$ cat config.mk
export PLATFORM = sky130hd
export DESIGN_NAME = beacon_frame_filter_core_flat
export DESIGN_NICKNAME = d
export VERILOG_FILES = /design/src/bff_pkg.sv /design/src/bff_ifaces.sv /design/src/bff_csr.sv /design/src/bff_judge.sv /design/src/beacon_frame_filter_core.sv /design/src/flat_wrapper.sv
export SDC_FILE = /design/constraint.sdc
export NUM_CORES = 1
export LEC_CHECK = 0
export ABC_CLOCK_PERIOD_IN_PS = 2520
export BUFFER_PORTS_ARGS = -buffer_cell sky130_fd_sc_hd__buf_2
export CORE_MARGIN = 4
export CORE_UTILIZATION = 47
export CTS_CLUSTER_DIAMETER = 30
export DETAILED_ROUTE_END_ITERATION = 10
export GPL_ROUTABILITY_DRIVEN = 0
export PLACE_DENSITY = 0.72
export SYNTH_ARGS = -nofsm -noshare
export SYNTH_HDL_FRONTEND = slang
export SYNTH_HIERARCHICAL = 1
export SYNTH_SLANG_ARGS = --single-unit
$ cat constraint.sdc
create_clock -name clock -period 2.52 [get_ports clock]
set_input_delay 0.252 -clock clock [delete_from_list [all_inputs] [get_ports clock]]
set_output_delay 0.252 -clock clock [all_outputs]
set_load 0.1 [all_outputs]
$ cat src/bff_pkg.sv
// ----------------------------------------------------------------------------
// Beacon frame filter package
// Types, register codes, byte positions and field masks of the filter.
// ----------------------------------------------------------------------------
package bff_pkg;

   localparam int CSR_ADDR_W = 3;
   localparam int POS_W      = 5;

   typedef enum logic {
      REG_EXPECTED_LENGTH = 1'b0,
      REG_NETWORK_ID_LOW  = 1'b1
   } reg_index_type;

   typedef enum logic [1:0] {
      VERDICT_PENDING = 2'd0,
      VERDICT_REJECT  = 2'd1,
      VERDICT_MATCH   = 2'd2
   } verdict_type;

   typedef struct packed {
      logic [6:0]  expected_length;
      logic [31:0] network_id_low;
   } bff_cfg_type;

   localparam logic [6:0]  EXPECTED_LENGTH_RESET = 7'd28;
   localparam logic [31:0] NETWORK_ID_RESET      = 32'd0;

   // byte positions within the frame
   localparam logic [POS_W-1:0] POS_LENGTH   = 5'd0;
   localparam logic [POS_W-1:0] POS_FCF_LOW  = 5'd1;
   localparam logic [POS_W-1:0] POS_FCF_HIGH = 5'd2;
   localparam logic [POS_W-1:0] POS_GTS      = 5'd10;
   localparam logic [POS_W-1:0] POS_PEND     = 5'd11;
   localparam logic [POS_W-1:0] POS_PROTO    = 5'd12;
   localparam logic [POS_W-1:0] POS_EPID0    = 5'd15;
   localparam logic [POS_W-1:0] POS_EPID1    = 5'd16;
   localparam logic [POS_W-1:0] POS_EPID2    = 5'd17;
   localparam logic [POS_W-1:0] POS_EPID3    = 5'd18;
   localparam logic [POS_W-1:0] POS_MATCH    = POS_EPID3;
   localparam logic [POS_W-1:0] POS_MAX      = 5'd31;

   // frame control masks: frame type low bits and security, version, source mode
   localparam logic [7:0] FCF_LOW_MASK    = 8'h0b;
   localparam logic [7:0] FCF_VER_MASK    = 8'h30;
   localparam logic [7:0] FCF_SRC_MASK    = 8'hc0;
   localparam logic [7:0] FCF_SRC_SHORT   = 8'h80;

endpackage

$ cat src/bff_ifaces.sv
// ----------------------------------------------------------------------------
// Beacon frame filter channels
// Valid/ready channels for received bytes and for per-byte verdicts.
// ----------------------------------------------------------------------------
interface bff_req_if;
   logic       valid;
   logic       ready;
   logic [7:0] frame_byte;
   logic       frame_start;

   modport source (output valid, frame_byte, frame_start, input ready);
   modport sink   (input valid, frame_byte, frame_start, output ready);
endinterface

interface bff_rsp_if;
   logic                      valid;
   logic                      ready;
   bff_pkg::verdict_type      verdict;
   logic [bff_pkg::POS_W-1:0] byte_position;

   modport source (output valid, verdict, byte_position, input ready);
   modport sink   (input valid, verdict, byte_position, output ready);
endinterface

$ cat src/bff_csr.sv
// ----------------------------------------------------------------------------
// Beacon frame filter register file
// APB-style access to the expected length and network identifier registers.
// ----------------------------------------------------------------------------
module bff_csr (
   input  logic                           clock,
   input  logic                           reset,
   input  logic                           csr_psel,
   input  logic                           csr_penable,
   input  logic                           csr_pwrite,
   input  logic [bff_pkg::CSR_ADDR_W-1:0] csr_paddr,
   input  logic [31:0]                    csr_pwdata,
   output logic [31:0]                    csr_prdata,
   output logic                           csr_pready,
   output bff_pkg::bff_cfg_type           cfg
);
   import bff_pkg::*;

   logic [6:0]    expected_length_ff;
   logic [31:0]   network_id_low_ff;
   logic          wr_en;
   reg_index_type reg_sel;

   assign csr_pready = 1'b1;
   assign wr_en      = csr_psel && csr_penable && csr_pwrite && csr_pready;
   assign reg_sel    = reg_index_type'(csr_paddr[2]);

   always_ff @(posedge clock) begin
      if (reset) begin
         expected_length_ff <= EXPECTED_LENGTH_RESET;
         network_id_low_ff  <= NETWORK_ID_RESET;
      end else if (wr_en) begin
         unique case (reg_sel)
            REG_EXPECTED_LENGTH: expected_length_ff <= csr_pwdata[6:0];
            REG_NETWORK_ID_LOW:  network_id_low_ff  <= csr_pwdata;
            default: ;
         endcase
      end
   end

   always_comb begin
      unique case (reg_sel)
         REG_EXPECTED_LENGTH: csr_prdata = {25'd0, expected_length_ff};
         REG_NETWORK_ID_LOW:  csr_prdata = network_id_low_ff;
         default:             csr_prdata = '0;
      endcase
   end

   assign cfg.expected_length = expected_length_ff;
   assign cfg.network_id_low  = network_id_low_ff;

endmodule

$ cat src/bff_judge.sv
// ----------------------------------------------------------------------------
// Beacon frame filter judge
// Tracks byte position and decision state, and checks each byte of a frame.
// ----------------------------------------------------------------------------
module bff_judge (
   input  logic                      clock,
   input  logic                      reset,
   input  logic                      advance,
   input  logic [7:0]                frame_byte,
   input  logic                      frame_start,
   input  bff_pkg::bff_cfg_type      cfg,
   output bff_pkg::verdict_type      verdict,
   output logic [bff_pkg::POS_W-1:0] byte_position
);
   import bff_pkg::*;

   logic [POS_W-1:0] position_ff;
   logic [POS_W-1:0] position_in;
   logic             decided_ff;
   logic             decided_in;
   logic [POS_W-1:0] pos_cur;
   logic             dec_cur;
   logic             fail;

   // a start flag restarts the frame before this byte is judged
   assign pos_cur = frame_start ? POS_LENGTH : position_ff;
   assign dec_cur = frame_start ? 1'b0 : decided_ff;

   always_comb begin
      case (pos_cur) inside
         POS_LENGTH:   fail = frame_byte != {1'b0, cfg.expected_length};
         POS_FCF_LOW:  fail = (frame_byte & FCF_LOW_MASK) != 8'd0;
         POS_FCF_HIGH: fail = ((frame_byte & FCF_VER_MASK) != 8'd0) ||
                              ((frame_byte & FCF_SRC_MASK) != FCF_SRC_SHORT);
         POS_GTS, POS_PEND, POS_PROTO:
                       fail = frame_byte != 8'd0;
         POS_EPID0:    fail = frame_byte != cfg.network_id_low[7:0];
         POS_EPID1:    fail = frame_byte != cfg.network_id_low[15:8];
         POS_EPID2:    fail = frame_byte != cfg.network_id_low[23:16];
         POS_EPID3:    fail = frame_byte != cfg.network_id_low[31:24];
         default:      fail = 1'b0;
      endcase
   end

   always_comb begin
      verdict = VERDICT_PENDING;
      if (!dec_cur) begin
         if (fail) begin
            verdict = VERDICT_REJECT;
         end else if (pos_cur == POS_MATCH) begin
            verdict = VERDICT_MATCH;
         end
      end
      decided_in  = dec_cur || (verdict != VERDICT_PENDING);
      // saturate the position at the last code
      position_in = (pos_cur == POS_MAX) ? POS_MAX : pos_cur + 5'd1;
   end

   assign byte_position = pos_cur;

   always_ff @(posedge clock) begin
      if (reset) begin
         position_ff <= POS_LENGTH;
         decided_ff  <= 1'b1;
      end else if (advance) begin
         position_ff <= position_in;
         decided_ff  <= decided_in;
      end
   end

endmodule

$ cat src/beacon_frame_filter_core.sv
// A byte accepted on the request channel is held in the input register, and its
// verdict is loaded into the result register, which drives the result channel.
// Throughput: one byte per cycle while the result channel is not stalled; the position
// counter and decision flag update in the same cycle as the checks.
// Reset: synchronous, clears both pipeline valid flags, sets position to 0,
// marks the filter as waiting for a frame start, loads length 28 and id 0.
// ----------------------------------------------------------------------------
// Beacon frame filter core
// Input register, byte judge and result register with a register port.
// ----------------------------------------------------------------------------
module beacon_frame_filter_core (
   input  logic                           clock,
   input  logic                           reset,
   bff_req_if.sink                        req_ch,
   bff_rsp_if.source                      rsp_ch,
   input  logic                           csr_psel,
   input  logic                           csr_penable,
   input  logic                           csr_pwrite,
   input  logic [bff_pkg::CSR_ADDR_W-1:0] csr_paddr,
   input  logic [31:0]                    csr_pwdata,
   output logic [31:0]                    csr_prdata,
   output logic                           csr_pready
);
   import bff_pkg::*;

   bff_cfg_type      cfg;
   logic             in_valid_ff;
   logic [7:0]       in_byte_ff;
   logic             in_start_ff;
   logic             rsp_valid_ff;
   verdict_type      rsp_verdict_ff;
   logic [POS_W-1:0] rsp_pos_ff;
   logic             out_free;
   logic             advance;
   verdict_type      verdict;
   logic [POS_W-1:0] byte_position;

   assign out_free     = !rsp_valid_ff || rsp_ch.ready;
   assign advance      = in_valid_ff && out_free;
   assign req_ch.ready = !in_valid_ff || out_free;

   bff_csr u_csr (
      .clock       (clock),
      .reset       (reset),
      .csr_psel    (csr_psel),
      .csr_penable (csr_penable),
      .csr_pwrite  (csr_pwrite),
      .csr_paddr   (csr_paddr),
      .csr_pwdata  (csr_pwdata),
      .csr_prdata  (csr_prdata),
      .csr_pready  (csr_pready),
      .cfg         (cfg)
   );

   bff_judge u_judge (
      .clock         (clock),
      .reset         (reset),
      .advance       (advance),
      .frame_byte    (in_byte_ff),
      .frame_start   (in_start_ff),
      .cfg           (cfg),
      .verdict       (verdict),
      .byte_position (byte_position)
   );

   always_ff @(posedge clock) begin
      if (reset) begin
         in_valid_ff  <= 1'b0;
         rsp_valid_ff <= 1'b0;
      end else begin
         if (req_ch.ready) begin
            in_valid_ff <= req_ch.valid;
         end
         if (out_free) begin
            rsp_valid_ff <= in_valid_ff;
         end
      end
   end

   // payload registers: load on transaction, hold otherwise
   always_ff @(posedge clock) begin
      if (req_ch.valid && req_ch.ready) begin
         in_byte_ff  <= req_ch.frame_byte;
         in_start_ff <= req_ch.frame_start;
      end
      if (advance) begin
         rsp_verdict_ff <= verdict;
         rsp_pos_ff     <= byte_position;
      end
   end

   assign rsp_ch.valid         = rsp_valid_ff;
   assign rsp_ch.verdict       = rsp_verdict_ff;
   assign rsp_ch.byte_position = rsp_pos_ff;

endmodule

$ cat src/flat_wrapper.sv
// flat-port wrapper written by rule: the top's interface ports become plain ports
module beacon_frame_filter_core_flat import bff_pkg::*;
  (clock, reset, csr_psel, csr_penable, csr_pwrite, csr_paddr, csr_pwdata, csr_prdata, csr_pready, req_ch_valid, req_ch_frame_byte, req_ch_frame_start, req_ch_ready, rsp_ch_valid, rsp_ch_verdict, rsp_ch_byte_position, rsp_ch_ready);
  bff_req_if req_ch_i ();
  bff_rsp_if rsp_ch_i ();
  input  logic clock;
  input  logic reset;
  input  logic csr_psel;
  input  logic csr_penable;
  input  logic csr_pwrite;
  input  logic [bff_pkg::CSR_ADDR_W-1:0] csr_paddr;
  input  logic [31:0] csr_pwdata;
  output logic [31:0] csr_prdata;
  output logic csr_pready;
  input wire logic [$bits(req_ch_i.valid)-1:0] req_ch_valid;
  input wire logic [$bits(req_ch_i.frame_byte)-1:0] req_ch_frame_byte;
  input wire logic [$bits(req_ch_i.frame_start)-1:0] req_ch_frame_start;
  output wire logic [$bits(req_ch_i.ready)-1:0] req_ch_ready;
  output wire logic [$bits(rsp_ch_i.valid)-1:0] rsp_ch_valid;
  output wire logic [$bits(rsp_ch_i.verdict)-1:0] rsp_ch_verdict;
  output wire logic [$bits(rsp_ch_i.byte_position)-1:0] rsp_ch_byte_position;
  input wire logic [$bits(rsp_ch_i.ready)-1:0] rsp_ch_ready;
  assign req_ch_i.valid = req_ch_valid;
  assign req_ch_i.frame_byte = req_ch_frame_byte;
  assign req_ch_i.frame_start = req_ch_frame_start;
  assign req_ch_ready = req_ch_i.ready;
  assign rsp_ch_valid = rsp_ch_i.valid;
  assign rsp_ch_verdict = rsp_ch_i.verdict;
  assign rsp_ch_byte_position = rsp_ch_i.byte_position;
  assign rsp_ch_i.ready = rsp_ch_ready;
  beacon_frame_filter_core u_core (.clock(clock), .reset(reset), .req_ch(req_ch_i), .rsp_ch(rsp_ch_i), .csr_psel(csr_psel), .csr_penable(csr_penable), .csr_pwrite(csr_pwrite), .csr_paddr(csr_paddr), .csr_pwdata(csr_pwdata), .csr_prdata(csr_prdata), .csr_pready(csr_pready));
endmodule
==> flow_metrics.env <==
export IMPL_tns_ns=0
export IMPL_ant_nets=0
export IMPL_syn_area_per_cell_um2=10.2
export IMPL_min_path_type="in2reg"
export IMPL_cp_required_ns=2.61
export IMPL_cts_sinks=63
export IMPL_setup_violations=0
export IMPL_syn_instance_count=353
export IMPL_synth_edf_count=16
export IMPL_syn_num_nets=404
export IMPL_drc_errors=0
export IMPL_cts_buffers=9
export IMPL_ir_drop_uv=326
export IMPL_grt_start_max_net_pins=84
export IMPL_fillers=689
export IMPL_antenna_found_initial=0
export IMPL_post_place_ws_ns=0.515
export IMPL_firstDrtPassIters=4
export IMPL_max_freq_mhz=496
export IMPL_grt_use_total=0.173
export IMPL_ys_seq_elements=63
export IMPL_period_needed_ns=2.01
export IMPL_critPathMaxStageDelay_ns=0.56
export IMPL_fin_worst_skew_ns=0.00690
export IMPL_rrSetupSlack_ns=0.51
export IMPL_fin_util=0.564
export IMPL_cts_resized=0
export IMPL_arrival_ns=2.11
export IMPL_first_global_vias=2563
export IMPL_vias=2642
export IMPL_area_delta_synth_final_pct=15.4
export IMPL_clockRootBuffer="clkbuf_8"
export IMPL_crit_path_max_fanout=6
export IMPL_cp_start_kind="register"
export IMPL_dieArea_um2=9130
export IMPL_wl_um=7660
export IMPL_netlist_area_um2=3600
export IMPL_cap_viol_max_count=0
export IMPL_critPathSlowestCell="edfxtp_1"
export IMPL_ys_warn_count=6
export IMPL_clk_path_buf_depth=2
export IMPL_dpl_cell_count=514
export IMPL_die_x_um=95.6
export IMPL_rows=31
export IMPL_io_buffer_count=89
export IMPL_final_setup_worst_slack_ns=0.505
export IMPL_cts_max_level=3
export IMPL_routed_via_density=4.98
export IMPL_clk_pin_slew_worst_paths_ns=0.07
export IMPL_place_hpwl_um=5430
export IMPL_fin_cells=530
export IMPL_core_area_um2=7370
export IMPL_fin_crit_sh=0.799
export IMPL_wl_per_cell_um=14.4
export IMPL_cp_end_kind="register"
export IMPL_io_pins=93
export IMPL_hold_buffers=0
export IMPL_clk_latency_ns=0.34
export IMPL_status="completed"
export IMPL_cp_cell_sequence="xor2_1 -> nor4_2 -> nand2_1 -> a221oi_2 -> o21ai_2 -> and2_2"
export IMPL_synth_flop_cell="dfxtp_1"
export IMPL_synthArstFlopShare=0
export IMPL_grt_pass1_wl_um=12300
export IMPL_cellPowerDensity_nw_per_um2=553
export IMPL_ys_types=50
export IMPL_die_y_um=95.6
export IMPL_start_util=0.489
export IMPL_drv_slew=0
export IMPL_relSlewSlack=0.585
export IMPL_yosysSeqAreaShare=0.394
export IMPL_diodes=0
export IMPL_cts_tree="yes"
export IMPL_worstSetupPathType="reg2reg"
export IMPL_rsz0062_at_grt="no"
export IMPL_p_leak_nw=1.76
export IMPL_grt_overflow_total=0
export IMPL_drive_gt1_frac=0.297
export IMPL_dr_first_iter_drc_count=152
export IMPL_hold_viol=0
export IMPL_holdWs_ns=0.0844
export IMPL_final_nets=477
export IMPL_worstMarginPinSlew_ns=0.622
export IMPL_post_cts_setup_buffers=0
-- layout make-up --
type,count,area (um2),area share
multi-input combinational,258,1930,0.465
sequential,63,1420,0.342
timing repair buffer,91,473,0.114
clock buffer,14,184,0.0442
tap,99,124,0.0298
clock inverter,2,12.5,0.00301
inverter,3,11.3,0.00271
-- placed cells by master, fill, tap and decap left out, types with 3 or more instances in the layout --
cell type,synthesis,routed
buf_2,6,89
a211oi_1,3,3
and2_2,3,3
xor2_1,28,28
edfxtp_1,16,16
mux2_2,7,7
nand2b_1,69,69
dfxtp_1,47,47
mux2i_1,39,39
xnor2_1,11,11
nand2_1,3,3
and2_1,25,25
a21oi_1,4,4
nor4_1,5,5
clkbuf_8,1,11
nor2b_1,5,5
inv_1,3,3
nand4_1,5,5
nor3_1,8,8
nor2_1,11,11
nand3_1,4,4
-- metrics by stage --
| stage | area, um2 | total power, mW |
|---|---|---|
| after floorplan | 3600 | 1.42 |
| after global placement | 3960 | 1.48 |
| after detailed placement | 3960 | 1.48 |
| after CTS | 4160 | 2.32 |
| after global routing | 4160 | 2.41 |
| final | 4160 | 2.30 |
-- power by group --
group | total, mW | internal [mW] | switching [mW]
clock network | 0.840 | 0.470 | 0.371
logic | 0.343 | 0.123 | 0.220
registers | 1.12 | 1.07 | 0.0475
total | 2.30 | 1.66 | 0.638
-- cell usage after synthesis, types with 2 or more instances --
cell | n | area (um2)
nand2b_1 | 69 | 432
nor3_1 | 8 | 40.0
nor2_1 | 11 | 41.3
dfxtp_1 | 47 | 941
nand3_1 | 4 | 20.0
o21ai_0 | 2 | 10.0
clkbuf_1 | 9 | 33.8
a211oi_1 | 3 | 22.5
buf_2 | 6 | 30.0
a21oi_1 | 4 | 20.0
nand4b_1 | 2 | 17.5
mux2_2 | 7 | 78.8
and2_1 | 25 | 156
nor4_1 | 5 | 31.3
mux2i_1 | 39 | 390
edfxtp_1 | 16 | 480
nand2_1 | 3 | 11.3
and2_2 | 3 | 22.5
buf_12 | 3 | 60.1
nor2b_1 | 5 | 31.3
xor2_1 | 28 | 245
buf_4 | 3 | 22.5
xnor2_1 | 11 | 96.3
buf_6 | 7 | 78.8
nand4_1 | 5 | 31.3
inv_1 | 3 | 11.3
nor4_2 | 2 | 25.0
-- worst max-delay path, delay by kind of cell (launching register included) --
| family | cells | cell delay (ns) |
|---|---|---|
| flip-flops | 1 | 0.56 |
| XOR/XNOR | 1 | 0.24 |
| AO/OA/AOI/OAI | 2 | 0.40 |
| AND/OR/NAND/NOR | 3 | 0.57 |
-- kinds of logic (layout without fill, tap and decap cells) --
group	after synthesis	after routing	share of synthesized area
DFF	63	63	0.394
AOI/OAI and AO/OA	22	22	0.0462
other	1	1	0.00104
xor gates and xnor gates	39	39	0.0948
and+or+nand+nor	150	150	0.264
buffers and inverters	32	110	0.0694
muxes	46	46	0.130
-- metal layers --
layer	GRT usage	vias up	part of all wire
met5	0	-	0
met4	0.0581	0	0.0084
met3	0.0474	6	0.078
met2	0.278	92	0.47
met1	0.224	1210	0.45
li1	-	1334	-
-- sequential cells by signal, summed over array words and instances (netlist names) --
register                         flops
u_core/u_judge/position_ff           5
u_core/u_csr/expected_length_ff      7
u_core/rsp_ch.verdict                2
u_core/rsp_ch.byte_position          5
u_core/u_csr/network_id_low_ff      32
u_core/u_judge/decided_ff            1
u_core/in_byte_ff                    8
u_core/in_start_ff                   1
u_core/in_valid_ff                   1
u_core/rsp_ch.valid                  1
-- worst paths after layout --
path | from | endpoint | cells past startpoint
max reg2reg | u_core/in_byte_ff[5] | u_core/rsp_ch.verdict[0] | 6
min | req_ch_frame_byte[4] | u_core/in_byte_ff[4] | 1
max | u_core/in_byte_ff[5] | u_core/rsp_ch.verdict[0] | 6
min reg2reg | u_core/u_csr/network_id_low_ff[16] | u_core/u_csr/network_id_low_ff[16] | 2
(Power assumes the default switching activity.)
